<file path="config.mk">
export PLATFORM = sky130hd
export DESIGN_NAME = ads_notification_sample_parser_flat
export DESIGN_NICKNAME = d
export VERILOG_FILES = /design/src/rtl/core/adsnp_pkg.sv /design/src/rtl/core/adsnp_if.sv /design/src/rtl/core/adsnp_outq.sv /design/src/rtl/core/ads_notification_sample_parser.sv /design/src/flat_wrapper.sv
export SDC_FILE = /design/constraint.sdc
export NUM_CORES = 2
export LEC_CHECK = 0
export BUFFER_PORTS_ARGS = -buffer_cell sky130_fd_sc_hd__buf_2
export CORE_MARGIN = 5
export CORE_UTILIZATION = 38
export CTS_CLUSTER_SIZE = 24
export DETAILED_ROUTE_END_ITERATION = 8
export SYNTH_ARGS = -nofsm -noshare
export SYNTH_HDL_FRONTEND = slang
export SYNTH_SLANG_ARGS = --single-unit
</file>
<file path="constraint.sdc">
create_clock -name clk -period 12.6 [get_ports clk]
set_input_delay 1.26 -clock clk [delete_from_list [all_inputs] [get_ports clk]]
set_output_delay 1.26 -clock clk [all_outputs]
set_load 0.01 [all_outputs]
</file>
<file path="src/rtl/core/adsnp_pkg.sv">
// Package for the device-notification sample parser.
// Holds the position width, header byte counts, the parse phase and record kind codes,
// and the record and push types that the parser and its output queue share.
package adsnp_pkg;

    // Width of the byte position counter inside one block.
    localparam int unsigned POSITION_BITS = 16;

    // Width of the bounds-check arithmetic: a position plus a 32-bit size.
    localparam int unsigned CMP_BITS =
        ((POSITION_BITS + 1 > 32) ? POSITION_BITS + 1 : 32) + 1;

    // Header layout, in bytes.
    localparam int unsigned WORDS_BYTES      = 8;
    localparam int unsigned LEN_WORD_BYTES   = 4;
    localparam int unsigned STAMP_HDR_BYTES  = 12;
    localparam int unsigned STAMP_TIME_BYTES = 8;
    localparam int unsigned SAMPLE_HDR_BYTES = 8;

    // Output queue depth; the parser may push two records per transfer.
    localparam int unsigned QUEUE_DEPTH = 4;
    localparam int unsigned PTR_BITS    = $clog2(QUEUE_DEPTH);

    typedef enum logic [2:0] {
        PH_WORDS   = 3'd0,
        PH_STAMP   = 3'd1,
        PH_SAMPLE  = 3'd2,
        PH_PAYLOAD = 3'd3,
        PH_DONE    = 3'd4,
        PH_REJECT  = 3'd5
    } phase_t;

    typedef enum logic [1:0] {
        REC_PAYLOAD  = 2'd0,
        REC_EMPTY    = 2'd1,
        REC_ACCEPTED = 2'd2,
        REC_REJECTED = 2'd3
    } record_kind_t;

    typedef struct packed {
        record_kind_t  record_kind;
        logic [31:0]   sample_handle;
        logic [15:0]   sample_size;
        logic [63:0]   stamp_time;
        logic [7:0]    payload_byte;
        logic [15:0]   payload_offset;
        logic          sample_last;
        logic          run_last;
    } rec_t;

    // Records produced by one accepted byte: count is 0, 1 or 2.
    typedef struct packed {
        logic [1:0] count;
        rec_t       first;
        rec_t       second;
    } push_t;

endpackage

</file>
<file path="src/rtl/core/adsnp_if.sv">
// Channel interfaces of the device-notification sample parser.
// Depends on adsnp_pkg for the record kind type.
interface adsnp_in_if;
    logic        valid;
    logic        ready;
    logic [7:0]  data_byte;
    logic [15:0] block_length;
    logic        block_end;

    modport source (output valid, data_byte, block_length, block_end, input ready);
    modport sink   (input valid, data_byte, block_length, block_end, output ready);
endinterface

interface adsnp_out_if;
    logic                   valid;
    logic                   ready;
    adsnp_pkg::record_kind_t record_kind;
    logic [31:0]            sample_handle;
    logic [15:0]            sample_size;
    logic [63:0]            stamp_time;
    logic [7:0]             payload_byte;
    logic [15:0]            payload_offset;
    logic                   sample_last;
    logic                   run_last;

    modport source (output valid, record_kind, sample_handle, sample_size, stamp_time,
                    payload_byte, payload_offset, sample_last, run_last, input ready);
    modport sink   (input valid, record_kind, sample_handle, sample_size, stamp_time,
                    payload_byte, payload_offset, sample_last, run_last, output ready);
endinterface

</file>
<file path="src/rtl/core/adsnp_outq.sv">
// Output record queue of the device-notification sample parser.
// Takes up to two records per cycle and hands them out one transfer at a time.
// Depends on adsnp_pkg and adsnp_out_if.
module adsnp_outq (
    input  logic                clk,
    input  logic                rst_n,
    input  adsnp_pkg::push_t    push,
    output logic                has_room,
    adsnp_out_if.source         records
);

    adsnp_pkg::rec_t                 slot_reg [adsnp_pkg::QUEUE_DEPTH];
    logic [adsnp_pkg::PTR_BITS-1:0]  wr_ptr_reg;
    logic [adsnp_pkg::PTR_BITS-1:0]  wr_ptr_next;
    logic [adsnp_pkg::PTR_BITS-1:0]  wr_ptr_plus1;
    logic [adsnp_pkg::PTR_BITS-1:0]  rd_ptr_reg;
    logic [adsnp_pkg::PTR_BITS-1:0]  rd_ptr_next;
    logic [adsnp_pkg::PTR_BITS:0]    count_reg;
    logic [adsnp_pkg::PTR_BITS:0]    count_next;
    logic                            pop;
    adsnp_pkg::rec_t                 head;

    assign pop          = records.valid && records.ready;
    assign wr_ptr_plus1 = wr_ptr_reg + adsnp_pkg::PTR_BITS'(1);
    assign wr_ptr_next  = wr_ptr_reg + adsnp_pkg::PTR_BITS'(push.count);
    assign rd_ptr_next  = rd_ptr_reg + adsnp_pkg::PTR_BITS'(pop);
    assign count_next   = count_reg + (adsnp_pkg::PTR_BITS+1)'(push.count)
                          - (adsnp_pkg::PTR_BITS+1)'(pop);

    // Room for the worst case of two records from the next transfer.
    assign has_room = count_reg <= (adsnp_pkg::PTR_BITS+1)'(adsnp_pkg::QUEUE_DEPTH - 2);

    always_ff @(posedge clk or negedge rst_n)
    begin
        if (!rst_n)
        begin
            wr_ptr_reg <= '0;
            rd_ptr_reg <= '0;
            count_reg  <= '0;
        end
        else
        begin
            wr_ptr_reg <= wr_ptr_next;
            rd_ptr_reg <= rd_ptr_next;
            count_reg  <= count_next;
        end
    end

    always_ff @(posedge clk)
    begin
        if (push.count != 2'd0)
        begin
            slot_reg[wr_ptr_reg] <= push.first;
        end
        if (push.count == 2'd2)
        begin
            slot_reg[wr_ptr_plus1] <= push.second;
        end
    end

    assign head                   = slot_reg[rd_ptr_reg];
    assign records.valid          = count_reg != '0;
    assign records.record_kind    = head.record_kind;
    assign records.sample_handle  = head.sample_handle;
    assign records.sample_size    = head.sample_size;
    assign records.stamp_time     = head.stamp_time;
    assign records.payload_byte   = head.payload_byte;
    assign records.payload_offset = head.payload_offset;
    assign records.sample_last    = head.sample_last;
    assign records.run_last       = head.run_last;

    // The queue never holds more records than it has slots.
    a_no_overflow: assert property (@(posedge clk) disable iff (!rst_n)
        count_reg <= (adsnp_pkg::PTR_BITS+1)'(adsnp_pkg::QUEUE_DEPTH))
        else $error("output queue overflow");

    // Pointers and occupancy move together.
    a_ptr_count: assert property (@(posedge clk) disable iff (!rst_n)
        adsnp_pkg::PTR_BITS'(wr_ptr_reg - rd_ptr_reg) == adsnp_pkg::PTR_BITS'(count_reg))
        else $error("output queue pointers disagree with occupancy");

endmodule

</file>
<file path="src/rtl/core/ads_notification_sample_parser.sv">
// Top level of the device-notification sample parser.
// Holds the parse state and the per-byte decode; depends on adsnp_pkg, adsnp_if
// and adsnp_outq.

// The block takes one byte of a notification block per transfer and can accept a byte
// in every clock cycle. Each byte is decoded combinationally against the parse state
// (headers, stamp and sample counts, bounds checks) and its records, at most two, go
// into a four-entry output queue that feeds the record channel one transfer per ready
// cycle. The input is ready while the queue has room for two records, so with an
// always-ready record sink the sustained rate is one byte per cycle; a byte that yields
// two records (a payload or empty-sample record on the block's final byte) needs an
// extra output transfer, and the queue absorbs it. A sample's payload bytes are
// released only after its header has shown that the whole payload fits inside the block
// length. The final byte of a block, marked by block_end, always yields an accepted or
// rejected status record and returns the parser to its reset state for the next block.
module ads_notification_sample_parser (
    input  logic        clk,
    input  logic        rst_n,
    adsnp_in_if.sink    items,
    adsnp_out_if.source records
);

    localparam int unsigned PB = adsnp_pkg::POSITION_BITS;
    localparam int unsigned CB = adsnp_pkg::CMP_BITS;

    // Parse state.
    logic [PB-1:0]         pos_reg,      pos_next;
    adsnp_pkg::phase_t     phase_reg,    phase_next;
    logic [3:0]            fcount_reg,   fcount_next;
    logic [63:0]           fshift_reg,   fshift_next;
    logic [31:0]           stamps_reg,   stamps_next;
    logic [31:0]           samples_reg,  samples_next;
    logic [63:0]           time_reg,     time_next;
    logic [31:0]           handle_reg,   handle_next;
    logic [15:0]           size_reg,     size_next;
    logic [15:0]           offset_reg,   offset_next;

    logic                  accept;
    logic                  has_room;
    adsnp_pkg::push_t      push;

    // Decode helpers.
    logic [PB:0]           pos_inc;
    logic [CB-1:0]         next_ext;
    logic [CB-1:0]         len_ext;
    logic                  header_phase;
    logic [3:0]            fcount_inc;
    logic [63:0]           shift_acc;
    logic                  stamp_fits;
    logic                  sample_fits;
    logic                  payload_fits;
    logic                  words_bad;
    logic                  payload_last;
    logic                  do_sample;
    logic                  do_stamp;
    logic                  have_rec;
    adsnp_pkg::rec_t       rec_a;
    adsnp_pkg::rec_t       rec_end;

    assign items.ready = has_room;
    assign accept      = items.valid && items.ready;

    assign pos_inc  = {1'b0, pos_reg} + (PB+1)'(1);
    assign next_ext = CB'(pos_inc);
    assign len_ext  = CB'(items.block_length);

    assign header_phase = (phase_reg == adsnp_pkg::PH_WORDS)
                       || (phase_reg == adsnp_pkg::PH_STAMP)
                       || (phase_reg == adsnp_pkg::PH_SAMPLE);
    assign fcount_inc = fcount_reg + 4'd1;
    // Little-endian gather: the byte lands in the lane picked by the low count bits.
    assign shift_acc  = fshift_reg | (64'(items.data_byte) << {fcount_reg[2:0], 3'b000});

    // Bounds checks, all against the block length carried with this byte.
    assign stamp_fits   = next_ext + CB'(adsnp_pkg::STAMP_HDR_BYTES) <= len_ext;
    assign sample_fits  = next_ext + CB'(adsnp_pkg::SAMPLE_HDR_BYTES) <= len_ext;
    assign payload_fits = next_ext + CB'(shift_acc[63:32]) <= len_ext;
    assign words_bad    = (len_ext < CB'(adsnp_pkg::WORDS_BYTES))
                       || (CB'(adsnp_pkg::LEN_WORD_BYTES) + CB'(shift_acc[31:0]) > len_ext);
    assign payload_last = ({1'b0, offset_reg} + 17'd1) >= {1'b0, size_reg};

    always_comb
    begin
        phase_next   = phase_reg;
        fcount_next  = fcount_reg;
        fshift_next  = fshift_reg;
        stamps_next  = stamps_reg;
        samples_next = samples_reg;
        time_next    = time_reg;
        handle_next  = handle_reg;
        size_next    = size_reg;
        offset_next  = offset_reg;
        pos_next     = pos_reg;
        do_sample    = 1'b0;
        do_stamp     = 1'b0;
        have_rec     = 1'b0;
        rec_a        = '0;

        if (header_phase)
        begin
            fshift_next = shift_acc;
            fcount_next = fcount_inc;
        end

        unique case (phase_reg)
            adsnp_pkg::PH_WORDS:
            begin
                if (fcount_inc == 4'(adsnp_pkg::WORDS_BYTES))
                begin
                    stamps_next = shift_acc[63:32];
                    if (words_bad)
                    begin
                        phase_next  = adsnp_pkg::PH_REJECT;
                        fcount_next = '0;
                        fshift_next = '0;
                    end
                    else
                    begin
                        do_stamp = 1'b1;
                    end
                end
            end
            adsnp_pkg::PH_STAMP:
            begin
                if (fcount_inc == 4'(adsnp_pkg::STAMP_TIME_BYTES))
                begin
                    // The count word gathers into the low lanes after the timestamp.
                    time_next   = shift_acc;
                    fshift_next = '0;
                end
                else if (fcount_inc == 4'(adsnp_pkg::STAMP_HDR_BYTES))
                begin
                    samples_next = shift_acc[31:0];
                    do_sample    = 1'b1;
                end
            end
            adsnp_pkg::PH_SAMPLE:
            begin
                if (fcount_inc == 4'(adsnp_pkg::SAMPLE_HDR_BYTES))
                begin
                    handle_next = shift_acc[31:0];
                    if (!payload_fits)
                    begin
                        phase_next  = adsnp_pkg::PH_REJECT;
                        fcount_next = '0;
                        fshift_next = '0;
                    end
                    else
                    begin
                        size_next   = shift_acc[47:32];
                        offset_next = '0;
                        if (shift_acc[47:32] == 16'd0)
                        begin
                            have_rec                = 1'b1;
                            rec_a.record_kind       = adsnp_pkg::REC_EMPTY;
                            rec_a.sample_handle     = shift_acc[31:0];
                            rec_a.stamp_time        = time_reg;
                            rec_a.sample_last       = 1'b1;
                            do_sample               = 1'b1;
                        end
                        else
                        begin
                            phase_next  = adsnp_pkg::PH_PAYLOAD;
                            fcount_next = '0;
                            fshift_next = '0;
                        end
                    end
                end
            end
            adsnp_pkg::PH_PAYLOAD:
            begin
                have_rec             = 1'b1;
                rec_a.record_kind    = adsnp_pkg::REC_PAYLOAD;
                rec_a.sample_handle  = handle_reg;
                rec_a.sample_size    = size_reg;
                rec_a.stamp_time     = time_reg;
                rec_a.payload_byte   = items.data_byte;
                rec_a.payload_offset = offset_reg;
                rec_a.sample_last    = payload_last;
                offset_next          = offset_reg + 16'd1;
                do_sample            = payload_last;
            end
            default:
            begin
                // Done and rejected blocks ignore bytes until the block ends.
            end
        endcase

        // Move to the next sample, or to the next stamp when the samples run out.
        if (do_sample)
        begin
            if (samples_next == 32'd0)
            begin
                do_stamp = 1'b1;
            end
            else
            begin
                fcount_next = '0;
                fshift_next = '0;
                if (!sample_fits)
                begin
                    phase_next = adsnp_pkg::PH_REJECT;
                end
                else
                begin
                    samples_next = samples_next - 32'd1;
                    phase_next   = adsnp_pkg::PH_SAMPLE;
                end
            end
        end

        if (do_stamp)
        begin
            fcount_next = '0;
            fshift_next = '0;
            if (stamps_next == 32'd0)
            begin
                phase_next = adsnp_pkg::PH_DONE;
            end
            else if (!stamp_fits)
            begin
                phase_next = adsnp_pkg::PH_REJECT;
            end
            else
            begin
                stamps_next = stamps_next - 32'd1;
                phase_next  = adsnp_pkg::PH_STAMP;
            end
        end

        // Status record for the final byte; the block is accepted only if every stamp
        // has been parsed by the end of this byte.
        rec_end             = '0;
        rec_end.record_kind = (phase_next == adsnp_pkg::PH_DONE) ? adsnp_pkg::REC_ACCEPTED
                                                                 : adsnp_pkg::REC_REJECTED;
        rec_end.run_last    = 1'b1;

        if (items.block_end)
        begin
            phase_next   = adsnp_pkg::PH_WORDS;
            fcount_next  = '0;
            fshift_next  = '0;
            stamps_next  = '0;
            samples_next = '0;
            time_next    = '0;
            handle_next  = '0;
            size_next    = '0;
            offset_next  = '0;
            pos_next     = '0;
        end
        else
        begin
            // The position saturates at its all-ones value.
            pos_next = pos_inc[PB] ? {PB{1'b1}} : pos_inc[PB-1:0];
        end

        rec_a.run_last = !items.block_end;

        push = '0;
        if (accept)
        begin
            if (have_rec && items.block_end)
            begin
                push.count  = 2'd2;
                push.first  = rec_a;
                push.second = rec_end;
            end
            else if (have_rec)
            begin
                push.count = 2'd1;
                push.first = rec_a;
            end
            else if (items.block_end)
            begin
                push.count = 2'd1;
                push.first = rec_end;
            end
        end
    end

    always_ff @(posedge clk or negedge rst_n)
    begin
        if (!rst_n)
        begin
            pos_reg     <= '0;
            phase_reg   <= adsnp_pkg::PH_WORDS;
            fcount_reg  <= '0;
            fshift_reg  <= '0;
            stamps_reg  <= '0;
            samples_reg <= '0;
            time_reg    <= '0;
            handle_reg  <= '0;
            size_reg    <= '0;
            offset_reg  <= '0;
        end
        else if (accept)
        begin
            pos_reg     <= pos_next;
            phase_reg   <= phase_next;
            fcount_reg  <= fcount_next;
            fshift_reg  <= fshift_next;
            stamps_reg  <= stamps_next;
            samples_reg <= samples_next;
            time_reg    <= time_next;
            handle_reg  <= handle_next;
            size_reg    <= size_next;
            offset_reg  <= offset_next;
        end
    end

    adsnp_outq u_outq (
        .clk      (clk),
        .rst_n    (rst_n),
        .push     (push),
        .has_room (has_room),
        .records  (records)
    );

    // The final byte of a block always leaves the parser at the start of a new block.
    a_end_resets: assert property (@(posedge clk) disable iff (!rst_n)
        accept && items.block_end |=> phase_reg == adsnp_pkg::PH_WORDS && pos_reg == '0)
        else $error("parser did not return to block start after block end");

    // While payload flows, the offset stays inside the announced sample size.
    a_offset_in_sample: assert property (@(posedge clk) disable iff (!rst_n)
        phase_reg == adsnp_pkg::PH_PAYLOAD |-> offset_reg < size_reg)
        else $error("payload offset ran past the sample size");

    // In the words and sample phases, header gathering stays below eight bytes.
    a_header_count: assert property (@(posedge clk) disable iff (!rst_n)
        (phase_reg == adsnp_pkg::PH_WORDS || phase_reg == adsnp_pkg::PH_SAMPLE)
            |-> fcount_reg < 4'(adsnp_pkg::WORDS_BYTES))
        else $error("header byte count out of range");

    // No records appear without an accepted byte behind them.
    a_push_needs_accept: assert property (@(posedge clk) disable iff (!rst_n)
        push.count != 2'd0 |-> accept)
        else $error("records pushed without a transfer");

endmodule

</file>
<file path="src/flat_wrapper.sv">
// flat-port wrapper written by rule: the top's interface ports become plain ports
module ads_notification_sample_parser_flat 
  (clk, rst_n, items_valid, items_data_byte, items_block_length, items_block_end, items_ready, records_valid, records_record_kind, records_sample_handle, records_sample_size, records_stamp_time, records_payload_byte, records_payload_offset, records_sample_last, records_run_last, records_ready);
  adsnp_in_if items_i ();
  adsnp_out_if records_i ();
  input  logic clk;
  input  logic rst_n;
  input wire logic [$bits(items_i.valid)-1:0] items_valid;
  input wire logic [$bits(items_i.data_byte)-1:0] items_data_byte;
  input wire logic [$bits(items_i.block_length)-1:0] items_block_length;
  input wire logic [$bits(items_i.block_end)-1:0] items_block_end;
  output wire logic [$bits(items_i.ready)-1:0] items_ready;
  output wire logic [$bits(records_i.valid)-1:0] records_valid;
  output wire logic [$bits(records_i.record_kind)-1:0] records_record_kind;
  output wire logic [$bits(records_i.sample_handle)-1:0] records_sample_handle;
  output wire logic [$bits(records_i.sample_size)-1:0] records_sample_size;
  output wire logic [$bits(records_i.stamp_time)-1:0] records_stamp_time;
  output wire logic [$bits(records_i.payload_byte)-1:0] records_payload_byte;
  output wire logic [$bits(records_i.payload_offset)-1:0] records_payload_offset;
  output wire logic [$bits(records_i.sample_last)-1:0] records_sample_last;
  output wire logic [$bits(records_i.run_last)-1:0] records_run_last;
  input wire logic [$bits(records_i.ready)-1:0] records_ready;
  assign items_i.valid = items_valid;
  assign items_i.data_byte = items_data_byte;
  assign items_i.block_length = items_block_length;
  assign items_i.block_end = items_block_end;
  assign items_ready = items_i.ready;
  assign records_valid = records_i.valid;
  assign records_record_kind = records_i.record_kind;
  assign records_sample_handle = records_i.sample_handle;
  assign records_sample_size = records_i.sample_size;
  assign records_stamp_time = records_i.stamp_time;
  assign records_payload_byte = records_i.payload_byte;
  assign records_payload_offset = records_i.payload_offset;
  assign records_sample_last = records_i.sample_last;
  assign records_run_last = records_i.run_last;
  assign records_i.ready = records_ready;
  ads_notification_sample_parser u_core (.clk(clk), .rst_n(rst_n), .items(items_i), .records(records_i));
endmodule
</file>
==> out/results.tsv <==
stage	metric	value	unit
clock_tree	Skew-Pair Late Insertion Delay	700	ps
routing	total length of routed wires	144000	microns
sta	Slew headroom	10.8	%
placement	HPWL Detailed	92800	microns
clock_tree	CTS sink count	846	
sta	clk_skew	59.9	ps
sta	fin. max-slew vios	0	
flow_run	max-cap violations	0	
sta	fin worst setup slack	3130	ps
grt	first-pass GRT wire length	220000	microns
critical_path	critical path startpoint	u_core.pos_reg[2]	
critical_path	Top Family by Delay on Critical Path	simple AND/OR/NAND/NOR gates	
sta	f_max	106	MHz
finish	# nets final	4373	
routing	vias	36594	
critical_path	startpoint types	flip-flop	
run_status	status	complete, no violations	
floorplan	Die Y	346	microns
grt	vias in the first global route	34544	
sta	worst slew pin tran	1340	ps
grt	grt ovf	0	
floorplan	Die Wd	346	microns
power_and_ir_drop	P_int	5.21	mW
clock_tree	clk slew on worst S/H paths	60	ps
logic_synthesis	Post-synth top flop	dfxtp_1	
sta	share of the clock period used by the worst path	75.1	%
power_and_ir_drop	Final Power	8.15	mW
routing	via/cell ratio	6.29	
floorplan	Top Ports	171	
logic_synthesis	Ys Warns	0	
routing	first-pass iteration count of the detailed router	6	
clock_tree	post_cts resized	0	
sta	final hold violations	0	
routing	WL per Instance	24.7	microns
routing	DRT iter0 DRCs	3851	
critical_path	CP bufs+invs	4	
logic_synthesis	Mapped Area	42900	sq um
placement	GP Congestion	0.958	
sta	final setup TNS	0	ps
critical_path	total number of cells along the worst setup path	30	
logic_synthesis	Netlist cell types	103	
critical_path	Critical Path End Type	flip-flop	
sta	RSZ-0062 raised after global routing	false	
logic_synthesis	Mapped Cells	4264	
critical_path	r2r endpoint	u_core.u_outq.slot_reg[0][42]	
finish	Layout Utilization	43.1	%
critical_path	Critical Path AT	10050	ps
grt	number of antenna violations at the first check in global routing	5	
clock_tree	CTS Buf Count	93	
power_and_ir_drop	Comb pwr share	26.3	%
routing	DRT antenna net count	0	
finish	proportion of layout cells with a drive suffix above 1	15.8	%
sta	Min Hold Slack	453	ps
floorplan	die area	120000	sq um
finish	Area growth syn-to-layout	12.9	%
critical_path	crit path max fanout	77	
routing	Residual DRC	0	
floorplan	Core Rows	123	
critical_path	Crit path required time	13180	ps
sta	Min Clock Period, post-route	9470	ps
clock_tree	Root Buffer	clkbuf_16	
critical_path	Reg-to-Reg Start	u_core.pos_reg[2]	
critical_path	Crit-path slowest cell	buf_4	
clock_tree	htree depth	3	
critical_path	kind of critical path	reg -> reg	
clock_tree	CTS tree	built	
floorplan	Initial Utilization	38.2	%
power_and_ir_drop	pwr dens	168	nW/um^2
logic_synthesis	Synth async-reset ratio	33.8	%
power_and_ir_drop	Leak	19.2	nW
clock_tree	postcts setup bufs	0	
power_and_ir_drop	Sw Share	36.0	%
power_and_ir_drop	Psw	2.94	mW
min_path	HP Class	reg -> reg	
critical_path	max incr delay on CP	790	ps
critical_path	flop-to-flop setup slack	3130	ps
power_and_ir_drop	share of power burned in registers	38.0	%
logic_synthesis	Post-synth EDFFs	12	
power_and_ir_drop	Clk pwr share	35.8	%
critical_path	Setup crit end	u_core.u_outq.slot_reg[0][42]	
clock_tree	Clock Path Buffers	3	
finish	max FFs per register	560	
logic_synthesis	post-synthesis sequential area ratio	43.1	%
floorplan	core area	112000	sq um
placement	IO Port Bufs	170	
grt	pin count of the biggest net entering global routing	213	
power_and_ir_drop	Max IR drop VDD	0.115	mV
critical_path	Reg2Reg Depth	30	
placement	pre-CTS setup slack	2980	ps
logic_synthesis	syn nets	4407	
logic_synthesis	flops & latches, synth	846	
finish	# fillers	10768	
logic_synthesis	Post-Syn Area per Cell	10.1	sq um
sta	Setup-failing EPs final	0	
clock_tree	CTS Hold Bufs	0	
grt	overall routing resource usage	23.0	%
-- worst register-to-register path, delay by kind of cell, from the launching register on --
family	cells	cell delay, ps
buffers and inverters	4	1870
xor gates and xnor gates	2	800
and+or+nand+nor	13	3590
adders and majority gates	3	1030
AOI/OAI and AO/OA	8	1650
DFF	1	450
-- layout by cell type (no fill, tap or decap), types with 70 or more instances in the layout --
cell,n
a32o_1,416
inv_1,124
a21oi_1,145
o21ai_0,212
dfxtp_1,548
a22o_1,134
buf_4,99
o31ai_1,98
nand2_1,399
dfrtp_1,283
ha_1,112
buf_2,168
nand3_1,95
mux4_2,140
nor3_1,70
nor2_1,221
clkbuf_16,95
-- routing by layer --
| metal | vias up | track usage (%) | wire length [microns] |
|---|---|---|---|
| met5 | - | 0 | 27 |
| met4 | 4 | 8.36 | 5430 |
| met3 | 261 | 4.29 | 10500 |
| met2 | 1373 | 35.8 | 64700 |
| met1 | 18537 | 32.1 | 63200 |
| li1 | 16419 | - | - |
-- power groups by stage --
stage               clock network [mW]  registers (mW)  logic, mW
finish                            2.91            3.09       2.14
global route                      3.06            3.12       2.28
detailed placement                   0            3.14       2.11
floorplan                            0            3.00       1.37
global placement                     0            3.14       2.09
CTS                               2.96            3.09       2.11
-- layout make-up --
type / count / area [sq um] / area share (%)
Timing Repair Buffer: 274 / 1710 / 3.53
Multi-Input combinational cell: 2889 / 22500 / 46.5
Clock inverter: 40 / 556 / 1.15
Inverter: 126 / 473 / 0.977
Sequential cell: 846 / 18500 / 38.2
Tap cell: 1500 / 1880 / 3.88
Antenna cell: 6 / 15.0 / 0.0310
Clock buffer: 135 / 2780 / 5.74
-- worst min path at each step --
stage,start,end,cells past startpoint
final,u_core.u_outq.slot_reg[2][1],u_core.u_outq.slot_reg[2][1],2
after global routing,u_core.u_outq.slot_reg[3][91],u_core.u_outq.slot_reg[3][91],1
after CTS,u_core.u_outq.slot_reg[2][1],u_core.u_outq.slot_reg[2][1],2
after detailed placement,u_core.u_outq.slot_reg[2][1],u_core.u_outq.slot_reg[2][1],2
after global placement,u_core.u_outq.slot_reg[3][1],u_core.u_outq.slot_reg[3][1],2
after floorplan,u_core.u_outq.slot_reg[2][126],u_core.u_outq.slot_reg[2][126],2
-- logic make-up after synthesis --
group / share of synthesized area (%)
AO/OA/AOI/OAI: 24.3
AND/OR/NAND/NOR: 13.2
flip-flops: 43.1
buffers and inverters: 4.78
multiplexers: 9.21
adder cells (fa/ha/maj): 3.36
XOR/XNOR: 2.08
-- cell usage after synthesis (13+ instances only) --
cell	count	share of area (%)
a211oi_1	33	0.58
a21o_1	34	0.60
a21oi_1	146	1.7
a22o_1	134	2.7
a22oi_1	30	0.53
a31oi_1	32	0.47
a32o_1	416	9.7
a41oi_1	15	0.31
and2_1	22	0.32
and3_1	20	0.29
buf_1	40	0.35
buf_2	38	0.44
clkbuf_1	321	2.8
dfrtp_1	286	17
dfxtp_1	548	26
ha_1	112	3.3
inv_1	124	1.1
mux2_2	32	0.84
mux2i_1	40	0.93
mux4_2	140	7.4
nand2_1	401	3.5
nand2b_1	19	0.28
nand3_1	95	1.1
nand4_1	69	1.0
nor2_1	235	2.1
nor2b_1	24	0.35
nor3_1	71	0.83
nor4_1	51	0.74
o211ai_1	21	0.37
o21a_1	13	0.23
o21ai_0	214	2.5
o31ai_1	98	1.7
or3_1	29	0.42
or4_1	17	0.30
xnor2_1	69	1.4
xor2_1	33	0.67
-- per-stage QoR --
step / area, sq um / instances
after floorplan: 42900 / 4264
after global placement: 45100 / 5635
after detailed placement: 45100 / 5635
after CTS: 48400 / 5810
after global routing: 48400 / 5810
final: 48400 / 5816
No activity file was read; power rests on OpenSTA's default activity.
